## src/hw/rtl/sip_pkg.sv

```systemverilog
package sip_pkg;

  localparam int MAX_STRING_DEF = 1024;
  localparam int MAX_NAME_DEF   = 255;

  localparam int QUEUE_DEPTH = 4;
  localparam int QPTR_W      = $clog2(QUEUE_DEPTH);

  localparam int IN_DATA_W  = 8;
  localparam int OUT_DATA_W = 88;
  localparam int OUT_USER_W = 3;
  localparam int LEN_W      = 11;

  localparam logic [2:0] ST_RUN    = 3'd0;
  localparam logic [2:0] ST_OK     = 3'd1;
  localparam logic [2:0] ST_SYNTAX = 3'd2;
  localparam logic [2:0] ST_ESC    = 3'd3;
  localparam logic [2:0] ST_EARLY  = 3'd4;
  localparam logic [2:0] ST_LONG   = 3'd5;

  localparam logic [2:0] K_NONE     = 3'd0;
  localparam logic [2:0] K_NAME     = 3'd1;
  localparam logic [2:0] K_STR      = 3'd2;
  localparam logic [2:0] K_NAME_END = 3'd3;
  localparam logic [2:0] K_STR_END  = 3'd4;
  localparam logic [2:0] K_NUM_END  = 3'd5;

  localparam logic [7:0] CH_LBRACE = 8'h7B;
  localparam logic [7:0] CH_RBRACE = 8'h7D;
  localparam logic [7:0] CH_EQUALS = 8'h3D;
  localparam logic [7:0] CH_DOT    = 8'h2E;
  localparam logic [7:0] CH_COMMA  = 8'h2C;
  localparam logic [7:0] CH_QUOTE  = 8'h22;
  localparam logic [7:0] CH_BSLASH = 8'h5C;
  localparam logic [7:0] CH_DOLLAR = 8'h24;
  localparam logic [7:0] CH_UNDER  = 8'h5F;
  localparam logic [7:0] CH_ZERO   = 8'h30;
  localparam logic [7:0] CH_LOWER_N = 8'h6E;
  localparam logic [7:0] CH_LOWER_R = 8'h72;
  localparam logic [7:0] CH_LOWER_X = 8'h78;
  localparam logic [7:0] CH_LF     = 8'h0A;
  localparam logic [7:0] CH_CR     = 8'h0D;
  localparam logic [7:0] CH_NUL    = 8'h00;

  typedef struct packed {
    logic [7:0] text;
    logic       fin;
    logic       letter;
    logic       digit;
    logic       name_char;
    logic       hex_ok;
    logic [3:0] hex_val;
  } class_t;

endpackage

```

## src/hw/rtl/sip_front.sv

```systemverilog
module sip_front (
  input  logic                         s_tvalid,
  output logic                         s_tready,
  input  logic [sip_pkg::IN_DATA_W-1:0] s_tdata,   // text_byte[7:0]
  input  logic                         s_tlast,
  input  logic                         q_full,
  output logic                         push,
  output sip_pkg::class_t              entry
);

  logic [7:0] low;
  logic       is_letter;
  logic       is_digit;
  logic       is_hexlet;

  assign low       = s_tdata | 8'h20;
  assign is_letter = (low >= 8'h61) && (low <= 8'h7A);
  assign is_digit  = (s_tdata >= 8'h30) && (s_tdata <= 8'h39);
  assign is_hexlet = (low >= 8'h61) && (low <= 8'h66);

  assign s_tready = !q_full;
  assign push     = s_tvalid && !q_full;

  always_comb begin
    entry           = '0;
    entry.text      = s_tdata;
    entry.fin       = s_tlast;
    entry.letter    = is_letter;
    entry.digit     = is_digit;
    entry.name_char = is_letter || is_digit || (s_tdata == sip_pkg::CH_DOLLAR)
                      || (s_tdata == sip_pkg::CH_UNDER);
    entry.hex_ok    = is_digit || is_hexlet;
    if (is_digit) begin
      entry.hex_val = s_tdata[3:0];
    end else begin
      entry.hex_val = low[3:0] + 4'd9;
    end
  end

endmodule

```

## src/hw/rtl/sip_queue.sv

```systemverilog
module sip_queue (
  input  logic            clk,
  input  logic            rst,
  input  logic            push,
  input  sip_pkg::class_t wr_entry,
  output logic            full,
  input  logic            pop,
  output logic            not_empty,
  output sip_pkg::class_t rd_entry
);

  sip_pkg::class_t              mem [sip_pkg::QUEUE_DEPTH];
  logic [sip_pkg::QPTR_W-1:0]   wr_ptr;
  logic [sip_pkg::QPTR_W-1:0]   rd_ptr;
  logic [sip_pkg::QPTR_W:0]     count;
  logic                         do_pop;

  assign full      = (count == (sip_pkg::QPTR_W+1)'(sip_pkg::QUEUE_DEPTH));
  assign not_empty = (count != '0);
  assign do_pop    = pop && not_empty;
  assign rd_entry  = mem[rd_ptr];

  always_ff @(posedge clk) begin
    if (push) begin
      mem[wr_ptr] <= wr_entry;
    end
  end

  always_ff @(posedge clk) begin
    if (rst) begin
      wr_ptr <= '0;
      rd_ptr <= '0;
      count  <= '0;
    end else begin
      if (push) begin
        wr_ptr <= wr_ptr + 1'b1;
      end
      if (do_pop) begin
        rd_ptr <= rd_ptr + 1'b1;
      end
      if (push && !do_pop) begin
        count <= count + 1'b1;
      end else if (!push && do_pop) begin
        count <= count - 1'b1;
      end
    end
  end

endmodule

```

## src/hw/rtl/sip_back.sv

```systemverilog
module sip_back #(
  parameter int MAX_STRING = sip_pkg::MAX_STRING_DEF,
  parameter int MAX_NAME   = sip_pkg::MAX_NAME_DEF
) (
  input  logic                          clk,
  input  logic                          rst,
  input  logic                          q_valid,
  input  sip_pkg::class_t               e,
  output logic                          pop,
  output logic                          m_tvalid,
  input  logic                          m_tready,
  output logic [sip_pkg::OUT_DATA_W-1:0] m_tdata,  // status[2:0], out_byte[10:3],
                                                   // value_length[21:11],
                                                   // number_value[85:22], zero[87:86]
  output logic [sip_pkg::OUT_USER_W-1:0] m_tuser   // out_kind[2:0]
);

  localparam int MAXLEN = (MAX_STRING > MAX_NAME) ? MAX_STRING : MAX_NAME;
  localparam int CW     = $clog2(MAXLEN + 1);

  localparam logic [2:0] PH_OPEN       = 3'd0;
  localparam logic [2:0] PH_ELEM       = 3'd1;
  localparam logic [2:0] PH_NAME_FIRST = 3'd2;
  localparam logic [2:0] PH_NAME_REST  = 3'd3;
  localparam logic [2:0] PH_VALUE      = 3'd4;
  localparam logic [2:0] PH_STRING     = 3'd5;
  localparam logic [2:0] PH_NUMBER     = 3'd6;
  localparam logic [2:0] PH_SEP        = 3'd7;

  logic [2:0]  phase, phase_next;
  logic [1:0]  esc, esc_next;
  logic [3:0]  high_nibble, high_nibble_next;
  logic [63:0] acc, acc_next;
  logic [CW-1:0] cnt, cnt_next;
  logic        comma, comma_next;
  logic [2:0]  held, held_next;

  logic [2:0]  st, st_out, kind;
  logic [7:0]  obyte, str_val;
  logic [CW-1:0] olen;
  logic [63:0] onum;
  logic        str_req;
  logic [63:0] acc_x10;
  logic [CW+sip_pkg::LEN_W-1:0] olen_ext;

  logic [2:0]  r_status, r_kind;
  logic [7:0]  r_byte;
  logic [sip_pkg::LEN_W-1:0] r_len;
  logic [63:0] r_num;

  assign pop      = q_valid && (!m_tvalid || m_tready);
  assign acc_x10  = (acc << 3) + (acc << 1);
  assign olen_ext = {{sip_pkg::LEN_W{1'b0}}, olen};

  always_comb begin
    phase_next       = phase;
    esc_next         = esc;
    high_nibble_next = high_nibble;
    acc_next         = acc;
    cnt_next         = cnt;
    comma_next       = comma;
    held_next        = held;
    st               = held;
    kind             = sip_pkg::K_NONE;
    obyte            = '0;
    olen             = '0;
    onum             = '0;
    str_req          = 1'b0;
    str_val          = e.text;

    if (held == sip_pkg::ST_RUN) begin
      case (phase)
        PH_OPEN: begin
          if (e.text == sip_pkg::CH_LBRACE) begin
            comma_next = 1'b0;
            phase_next = PH_ELEM;
          end else begin
            st = sip_pkg::ST_SYNTAX;
          end
        end
        PH_ELEM: begin
          if (e.text == sip_pkg::CH_DOT) begin
            phase_next = PH_NAME_FIRST;
          end else if (e.text == sip_pkg::CH_RBRACE && comma) begin
            st = sip_pkg::ST_OK;
          end else begin
            st = sip_pkg::ST_SYNTAX;
          end
        end
        PH_NAME_FIRST: begin
          if (!e.letter) begin
            st = sip_pkg::ST_SYNTAX;
          end else begin
            cnt_next   = CW'(1);
            kind       = sip_pkg::K_NAME;
            obyte      = e.text;
            phase_next = PH_NAME_REST;
          end
        end
        PH_NAME_REST: begin
          if (e.name_char) begin
            if (cnt >= CW'(MAX_NAME)) begin
              st = sip_pkg::ST_LONG;
            end else begin
              cnt_next = cnt + 1'b1;
              kind     = sip_pkg::K_NAME;
              obyte    = e.text;
            end
          end else if (e.text == sip_pkg::CH_EQUALS) begin
            kind       = sip_pkg::K_NAME_END;
            olen       = cnt;
            cnt_next   = '0;
            phase_next = PH_VALUE;
          end else begin
            st = sip_pkg::ST_SYNTAX;
          end
        end
        PH_VALUE: begin
          if (e.text == sip_pkg::CH_QUOTE) begin
            cnt_next   = '0;
            esc_next   = 2'd0;
            phase_next = PH_STRING;
          end else if (e.digit) begin
            acc_next   = {60'd0, e.text[3:0]};
            phase_next = PH_NUMBER;
          end else begin
            st = sip_pkg::ST_SYNTAX;
          end
        end
        PH_STRING: begin
          case (esc)
            2'd0: begin
              if (e.text == sip_pkg::CH_BSLASH) begin
                esc_next = 2'd1;
              end else if (e.text == sip_pkg::CH_QUOTE) begin
                kind       = sip_pkg::K_STR_END;
                olen       = cnt;
                cnt_next   = '0;
                phase_next = PH_SEP;
              end else begin
                str_req = 1'b1;
              end
            end
            2'd1: begin
              esc_next = 2'd0;
              if (e.text == sip_pkg::CH_QUOTE || e.text == sip_pkg::CH_BSLASH) begin
                str_req = 1'b1;
              end else if (e.text == sip_pkg::CH_LOWER_N) begin
                str_req = 1'b1;
                str_val = sip_pkg::CH_LF;
              end else if (e.text == sip_pkg::CH_LOWER_R) begin
                str_req = 1'b1;
                str_val = sip_pkg::CH_CR;
              end else if (e.text == sip_pkg::CH_ZERO) begin
                str_req = 1'b1;
                str_val = sip_pkg::CH_NUL;
              end else if (e.text == sip_pkg::CH_LOWER_X) begin
                esc_next = 2'd2;
              end else begin
                st = sip_pkg::ST_ESC;
              end
            end
            2'd2: begin
              if (!e.hex_ok) begin
                st = sip_pkg::ST_ESC;
              end else begin
                high_nibble_next = e.hex_val;
                esc_next         = 2'd3;
              end
            end
            default: begin
              esc_next = 2'd0;
              if (!e.hex_ok) begin
                st = sip_pkg::ST_ESC;
              end else begin
                str_req          = 1'b1;
                str_val          = {high_nibble, e.hex_val};
                high_nibble_next = '0;
              end
            end
          endcase
        end
        PH_NUMBER: begin
          if (e.digit) begin
            acc_next = acc_x10 + {60'd0, e.text[3:0]};
          end else begin
            kind     = sip_pkg::K_NUM_END;
            onum     = acc;
            acc_next = '0;
            if (e.text == sip_pkg::CH_COMMA) begin
              comma_next = 1'b1;
              phase_next = PH_ELEM;
              st         = sip_pkg::ST_RUN;
            end else if (e.text == sip_pkg::CH_RBRACE) begin
              st = sip_pkg::ST_OK;
            end else begin
              st = sip_pkg::ST_SYNTAX;
            end
          end
        end
        default: begin
          if (e.text == sip_pkg::CH_COMMA) begin
            comma_next = 1'b1;
            phase_next = PH_ELEM;
            st         = sip_pkg::ST_RUN;
          end else if (e.text == sip_pkg::CH_RBRACE) begin
            st = sip_pkg::ST_OK;
          end else begin
            st = sip_pkg::ST_SYNTAX;
          end
        end
      endcase

      if (str_req) begin
        if (cnt >= CW'(MAX_STRING)) begin
          st = sip_pkg::ST_LONG;
        end else begin
          cnt_next = cnt + 1'b1;
          kind     = sip_pkg::K_STR;
          obyte    = str_val;
        end
      end
      held_next = st;
    end

    st_out = st;
    if (e.fin) begin
      if (st == sip_pkg::ST_RUN) begin
        st_out = sip_pkg::ST_EARLY;
      end
      phase_next       = PH_OPEN;
      esc_next         = '0;
      high_nibble_next = '0;
      acc_next         = '0;
      cnt_next         = '0;
      comma_next       = 1'b0;
      held_next        = sip_pkg::ST_RUN;
    end
  end

  always_ff @(posedge clk) begin
    if (rst) begin
      phase       <= PH_OPEN;
      esc         <= '0;
      high_nibble <= '0;
      acc         <= '0;
      cnt         <= '0;
      comma       <= 1'b0;
      held        <= sip_pkg::ST_RUN;
      m_tvalid    <= 1'b0;
    end else begin
      if (pop) begin
        phase       <= phase_next;
        esc         <= esc_next;
        high_nibble <= high_nibble_next;
        acc         <= acc_next;
        cnt         <= cnt_next;
        comma       <= comma_next;
        held        <= held_next;
        m_tvalid    <= 1'b1;
      end else if (m_tready) begin
        m_tvalid <= 1'b0;
      end
    end
  end

  always_ff @(posedge clk) begin
    if (pop) begin
      r_status <= st_out;
      r_kind   <= kind;
      r_byte   <= obyte;
      r_len    <= olen_ext[sip_pkg::LEN_W-1:0];
      r_num    <= onum;
    end
  end

  assign m_tdata = {2'b00, r_num, r_len, r_byte, r_status};
  assign m_tuser = r_kind;

endmodule

```

## src/hw/rtl/struct_initializer_parser.sv

```systemverilog
// channel   | valid/ready        | payload
// ----------+--------------------+----------------------------------------------
// in        | s_tvalid/s_tready  | s_tdata text_byte, s_tlast final_byte
// out       | m_tvalid/m_tready  | m_tdata status/out_byte/value_length/number,
//           |                    | m_tuser out_kind
// One byte per cycle sustained unless the output stalls; an accepted request is
// written into the queue, then goes through the parser register to the output.
// The back part handles one byte per cycle unless the output stalls.
// Reset empties the four-entry queue and returns the parser to expect '{'.
// A stalled output holds the back part; the queue keeps taking input until full.
module struct_initializer_parser #(
  parameter int MAX_STRING = sip_pkg::MAX_STRING_DEF,
  parameter int MAX_NAME   = sip_pkg::MAX_NAME_DEF
) (
  input  logic                           clk,
  input  logic                           rst,
  input  logic                           s_tvalid,
  output logic                           s_tready,
  input  logic [sip_pkg::IN_DATA_W-1:0]  s_tdata,  // text_byte[7:0]
  input  logic                           s_tlast,
  output logic                           m_tvalid,
  input  logic                           m_tready,
  output logic [sip_pkg::OUT_DATA_W-1:0] m_tdata,  // status[2:0], out_byte[10:3],
                                                   // value_length[21:11],
                                                   // number_value[85:22], zero[87:86]
  output logic [sip_pkg::OUT_USER_W-1:0] m_tuser   // out_kind[2:0]
);

  logic            q_full;
  logic            push;
  logic            pop;
  logic            q_valid;
  sip_pkg::class_t wr_entry;
  sip_pkg::class_t rd_entry;

  sip_front u_front (
    .s_tvalid (s_tvalid),
    .s_tready (s_tready),
    .s_tdata  (s_tdata),
    .s_tlast  (s_tlast),
    .q_full   (q_full),
    .push     (push),
    .entry    (wr_entry)
  );

  sip_queue u_queue (
    .clk       (clk),
    .rst       (rst),
    .push      (push),
    .wr_entry  (wr_entry),
    .full      (q_full),
    .pop       (pop),
    .not_empty (q_valid),
    .rd_entry  (rd_entry)
  );

  sip_back #(
    .MAX_STRING (MAX_STRING),
    .MAX_NAME   (MAX_NAME)
  ) u_back (
    .clk      (clk),
    .rst      (rst),
    .q_valid  (q_valid),
    .e        (rd_entry),
    .pop      (pop),
    .m_tvalid (m_tvalid),
    .m_tready (m_tready),
    .m_tdata  (m_tdata),
    .m_tuser  (m_tuser)
  );

  a_byte_running: assert property (@(posedge clk) disable iff (rst)
    m_tvalid && (m_tuser == sip_pkg::K_NAME || m_tuser == sip_pkg::K_STR)
    |-> (m_tdata[2:0] == sip_pkg::ST_RUN || m_tdata[2:0] == sip_pkg::ST_EARLY))
    else $error("name or string byte reported with a verdict");

  a_none_clean: assert property (@(posedge clk) disable iff (rst)
    m_tvalid && m_tuser == sip_pkg::K_NONE |-> m_tdata[85:3] == '0)
    else $error("empty result carries payload");

  a_num_only: assert property (@(posedge clk) disable iff (rst)
    m_tvalid && m_tuser != sip_pkg::K_NUM_END |-> m_tdata[85:22] == '0)
    else $error("number value outside number end");

  a_no_push_full: assert property (@(posedge clk) disable iff (rst)
    q_full |-> !push)
    else $error("queue written while full");

endmodule

```

## config.mk

```make
export PLATFORM = sky130hd
export DESIGN_NAME = struct_initializer_parser
export DESIGN_NICKNAME = d
export VERILOG_FILES = /design/src/hw/rtl/sip_pkg.sv /design/src/hw/rtl/sip_front.sv /design/src/hw/rtl/sip_queue.sv /design/src/hw/rtl/sip_back.sv /design/src/hw/rtl/struct_initializer_parser.sv
export SDC_FILE = /design/constraint.sdc
export NUM_CORES = 1
export LEC_CHECK = 0
export BUFFER_PORTS_ARGS = -buffer_cell sky130_fd_sc_hd__clkbuf_2
export CAP_MARGIN = 40
export CORE_MARGIN = 4
export CORE_UTILIZATION = 45
export CTS_BUF_LIST = sky130_fd_sc_hd__clkbuf_8
export CTS_CLUSTER_SIZE = 16
export DETAILED_ROUTE_END_ITERATION = 8
export PLACE_DENSITY = 0.72
export SETUP_SLACK_MARGIN = 0.2
export SYNTH_ARGS = -nofsm -noshare
export SYNTH_HDL_FRONTEND = slang
export SYNTH_SLANG_ARGS = --single-unit
```

## constraint.sdc

```tcl
create_clock -name clk -period 13.4 [get_ports clk]
set_input_delay 0.67 -clock clk [delete_from_list [all_inputs] [get_ports clk]]
set_output_delay 0.67 -clock clk [all_outputs]
set_load 0.05 [all_outputs]
```

Word-level counts from Yosys, hierarchy flattened
Memory sizes are Yosys's and may differ from the RTL's. A register that Yosys moved wholly into a read port is not among the register bits.
Cells that the tools add are included.
{"block": "op_classes", "n_addsub": 8, "magnitude_cmp": 7, "n_eq_ne": 39, "n_mux": 132, "bitwise_logic": 2, "n_reduce_logical": 41}
{"operator": "64-bit 2-to-1 mux", "n": 5}
{"operator": "11-bit 2-to-1 mux", "n": 16}
{"operator": "3-bit 2-to-1 mux", "n": 45}
{"operator": "64-bit one-hot mux with 2 select lines", "n": 1}
{"operator": "8-bit 2-to-1 mux", "n": 11}
{"operator": "64-bit by 4-bit adder with 64-bit output", "n": 1}
{"operator": "64-bit adder", "n": 1}
{"operator": "8-bit by 7-bit == test with 1-bit output (second input constant)", "n": 7}
{"operator": "8-bit by 6-bit == test with 1-bit output (second input constant)", "n": 6}
{"operator": "11-bit one-hot mux with 4 select lines", "n": 1}
{"operator": "3-bit one-hot mux with 7 select lines", "n": 2}
{"operator": "8-bit one-hot mux with 2 select lines", "n": 2}
{"operator": "2-bit 2-to-1 mux", "n": 15}
{"operator": "4-bit 2-to-1 mux", "n": 6}
{"operator": "11-bit one-hot mux with 2 select lines", "n": 1}
{"operator": "1-bit 2-to-1 mux", "n": 20}
{"operator": "3-bit by 2-bit inequality test with 1-bit output (second input constant)", "n": 6}
{"operator": "3-bit inequality test (second input constant)", "n": 6}
{"operator": "8-bit by 7-bit less-or-equal comparator with 1-bit output (second input constant)", "n": 2}
{"operator": "5-bit AND reduction", "n": 3}
{"operator": "3-bit == test (second input constant)", "n": 4}
{"operator": "4-bit by 3-bit inequality test with 1-bit output (second input constant)", "n": 3}
{"operator": "3-bit one-hot mux with 4 select lines", "n": 1}
{"operator": "12-bit AND reduction", "n": 1}
{"operator": "33 further kinds", "n": 63}
{"block": "totals", "reg_bits": 185, "mem_bits_rw": 68, "inputBits": 13, "memories": 1}
{"memory": "u_queue.mem", "words": 4, "width": 17, "rd": 1, "rd_clocked_by_memory_dff": 1, "wr": 1, "line": "sip_queue.sv:12", "text": "sip_pkg::class_t mem [sip_pkg::QUEUE_DEPTH];"}

Longest topological paths before layout
{"block": "logic_depth", "depth_word": 14, "ltp_mapped": 17}

Cells and area by module
Synthesis repeated with hierarchy kept, for this count alone.
{"block": "unflattened", "cells_unflattened": 1549, "hier_area_um2": 15418.5}
{"module": "sip_back", "n_inst": 1, "cells_per_inst": 1367, "area_each_um2": 12119.1, "seq_area_each_um2": 4454.3}
{"module": "sip_queue", "n_inst": 1, "cells_per_inst": 133, "area_each_um2": 2936.6, "seq_area_each_um2": 2222.1}
{"module": "sip_front", "n_inst": 1, "cells_per_inst": 49, "area_each_um2": 362.8, "seq_area_each_um2": 0.0}

Least setup slack after synthesis
OpenSTA, ideal clock, no wires.
{"block": "synth_path", "path_type": "register -> register", "startpoint": "register (tool-made name)", "endpoint": "register u_back.acc[58]", "setup_time_ps": 132, "arrival_time_ps": 4443, "slack_ps": 8825, "stages_incl_launch_ff": 18, "n_path_buf": 2, "cell_sequence": "dfxtp_1 buf_6 mux4_2 buf_2 ha_1 ha_1 inv_1 fa_1 nor2b_1 o211ai_1 a21oi_1 a2111oi_0 nor3_1 o2111a_1 or2_2 a31o_2 o21ai_0 or3b_2"}
{"element": "to (signal assigned)", "line": "sip_back.sv:256", "text": "acc <= acc_next;"}
{"element": "to (decl)", "line": "sip_back.sv:33", "text": "logic [63:0] acc, acc_next;"}

==> reports/metrics.csv <==
stage,metric,value,unit
status,outcome,completed,
synth,"EDFF count, synth",157,
drt,via density per instance,5.802,
drt,drt pass-1 iters,5,
cells_and_area,ANT cells,0,
sta,Setup TNS,0,ps
synth,cell taking the most area after synthesis,edfxtp_1,
sta,Worst Clk Skew,28.24,ps
floorplanning,num ports,106,
cells_and_area,Nets,1763,
synth,"flops & latches, synth",255,
synth,Mapped Cells,1521,
clock_tree,Post-CTS Resized,0,
floorplanning,Cell Rows,66,
clock_tree,Num CTS Buffers,45,
pwr,Pwr per Cell Area,170.3,nW/um^2
clock_tree,clock slew at reported path FFs,60,ps
drt,DRC,0,
drt,DRT Wirelength,36500,um
place,Port Buffers,103,
global_route,initial antenna violation count,0,
setup_path,reg2reg end,u_back.acc[58],
clock_tree,Post-CTS Setup Bufs,0,
clock_tree,"Hold-fix buffers, CTS",0,
clock_tree,Bufs on Longest Clock Path,3,
sta,Slew @ Worst Pin,787.6,ps
setup_path,Reg2Reg Setup Slack,8030,ps
setup_path,Critical Path Sink Type,flip-flop,
synth,share of the synthesized area in the top cell type,31.12,%
place,RD Place Congestion,0.9285,
synth,Mean Syn Cell Area,9.960,um^2
sta,fmax,186.1,MHz
floorplanning,Die Ht,191.5,um
drt,initial DRC count,850,
place,Setup WS pre-CTS,8031,ps
sta,Slew headroom,47.37,%
cells_and_area,design area,17100,um^2
place,DP HPWL,26090,um
clock_tree,Worst-Skew Late Latency,580,ps
pwr,VDD IR max,0.0001262,V
clock_tree,Root Driver,clkbuf_8,
clock_tree,H-tree Lvls,2,
sta,final worst-path cycle share,40.09,%
sta,RSZ-0062 raised after global routing,false,
setup_path,CP max FO,21,
synth,"FFs w/ async S/R, synth",0,%
sta,Final Worst Setup Slack,8028,ps
cells_and_area,final std cells w/o fill,2090,
sta,Final setup viols,0,
floorplanning,Core Region,32870,um^2
synth,Ys Warns,0,
global_route,largest net degree at the start of global routing,65,
clock_tree,TritonCTS clock tree,done,
setup_path,worst setup path endpoint,u_back.acc[58],
min_path,class of the worst hold path,input pin to flip-flop,
drt,Via Count,12126,
setup_path,Startpoint Class,flip-flop,
global_route,GRT Total Usage,19.77,%
pwr,Final Power,2.913,mW
setup_path,CP Data Arrival Time,5810,ps
clock_tree,CTS Sinks,255,
synth,Main synth FF type,edfxtp_1,
global_route,GR Overflow Total,0,
synth,Synth area leaders,"edfxtp_1 31%, dfxtp_1 13%, ha_1 11%",
place,placed cell count,2007,
drt,routed len/inst,17.46,um
synth,Yosys cell types,82,
drt,post-route ant nets,0,
sta,Max Slew Vio Count,0,
synth,register area share after synthesis,44.07,%
flow_run,Max Cap Violations,0,
cells_and_area,ratio of cells with drive above 1 in the final layout,13.71,%
cells_and_area,final core occ,52.04,%
sta,Hold Worst Slack,339.3,ps
place,DP Area,16080,um^2
global_route,number of global-route vias before repair,11786,
synth,synthesized area,15150,um^2
pwr,Leakage Power,7.287,nW
setup_path,Crit Path Class,flip-flop to flip-flop,
sta,Fin. Hold Viols,0,
min_path,Hold Path Origin,s_tlast,
setup_path,worst reg-to-reg path cell count,14,
sta,fin crit period,5372,ps
floorplanning,Starting Density,46.09,%
cells_and_area,Layout area overhead,12.89,%
floorplanning,Die W,191.5,um
setup_path,"Req. time, crit path",13840,ps
floorplanning,Die Footprint,36660,um^2
global_route,first-pass GRT wire length,60130,um
## layout by cell type, fill, tap and decap left out, types with 14 or more instances in the layout
master    synthesis  final
nand2b_1         15     15
nand2_1         115    115
edfxtp_1        157    157
ha_1            134    134
clkbuf_8          0     47
a31oi_1          16     16
clkbuf_2          0    103
inv_1            31     38
o21a_1           14     14
nor3_1           32     32
and3_1           30     30
o21ai_0          86     86
nor2b_1          15     14
o21ai_1          17     16
nor2_1          118    117
and2_1           86     86
dfxtp_1          98     98
a21o_1           32     32
nand3_1          42     42
xnor2_1          31     31
a21oi_1         115    115
xor2_1           31     31
a22oi_1          36     36
## logic make-up (layout without fill, tap and decap cells)
logic type	Yosys count	count (layout)	synth area share, %
adders and majority gates	137	137	11.46
DFF	255	255	44.07
and+or+nand+nor	521	521	17.66
other	1	2	0.02475
muxes	28	28	3.163
xor gates and xnor gates	62	62	3.584
buffers and inverters	108	234	2.948
AOI/OAI and AO/OA	409	409	17.09
## cell usage after synthesis, types with 15 or more instances
| master | number |
|---|---|
| nand2_1 | 115 |
| nor2b_1 | 15 |
| ha_1 | 134 |
| a31oi_1 | 16 |
| edfxtp_1 | 157 |
| a21oi_1 | 115 |
| inv_1 | 31 |
| a21o_1 | 32 |
| nand3_1 | 42 |
| o21ai_0 | 86 |
| xnor2_1 | 31 |
| and2_1 | 86 |
| nor2_1 | 118 |
| nor3_1 | 32 |
| xor2_1 | 31 |
| nand2b_1 | 15 |
| o21ai_1 | 17 |
| dfxtp_1 | 98 |
| a22oi_1 | 36 |
| clkbuf_1 | 57 |
| and3_1 | 30 |
## power breakdown
part	internal, mW	switching (mW)	leakage [nW]
logic	0.220	0.800	4.43
registers	1.02	0.0571	2.31
clock network	0.468	0.343	0.545
total	1.71	1.20	7.29
## cell type report
cell class                      instances  area (um^2)
Fill cell                            3054        15760
Multi-Input combinational cell       1159         8044
Tap cell                              442        553.0
Clock inverter                         35        364.1
Timing Repair Buffer                  120        695.7
Sequential cell                       255         6676
Clock buffer                           47        646.9
Inverter                               32        122.6
## worst max-delay path: stages (launching register included)
cell,delay (ps)
dfxtp_1,300
buf_4,310
mux4_1,820
fa_1,490
ha_1,330
nor2b_1,160
o211ai_1,180
a21oi_1,150
a2111oi_0,700
nor3_1,230
o2111a_1,320
or2_2,350
a31o_2,270
o21ai_0,140
or3b_2,460
## flip-flops by register name, summed over array words and instances (netlist names), 3 cells and up, named ones only
register	flops
u_back.r_byte	8
u_back.held	3
u_back.r_len	11
u_back.cnt	11
u_back.m_tuser	3
u_back.acc	64
u_back.r_num	64
u_back.r_status	3
u_back.high_nibble	4
u_back.phase	3
u_queue.count	3
u_queue.mem	68
## worst min path at each step
stage | to | slack (ps) | cells after the start
floorplan | u_back.acc[63] | 440 | 2
global placement | u_back.m_tvalid | 460 | 2
detailed placement | u_back.high_nibble[1] | 460 | 2
CTS | u_queue.mem[0][8] | 310 | 1
global route | u_queue.mem[0][8] | 310 | 1
finish | u_queue.mem[0][8] | 340 | 1
## routing by layer
layer / vias up / GRT usage (%) / wire length (um)
met2: 398 / 30.19 / 15830
met5: - / 0 / 0
met3: 62 / 4.291 / 2755
li1: 5862 / - / -
met1: 5804 / 28.28 / 17110
met4: 0 / 5.939 / 800
No activity file was read; power rests on OpenSTA's default activity.
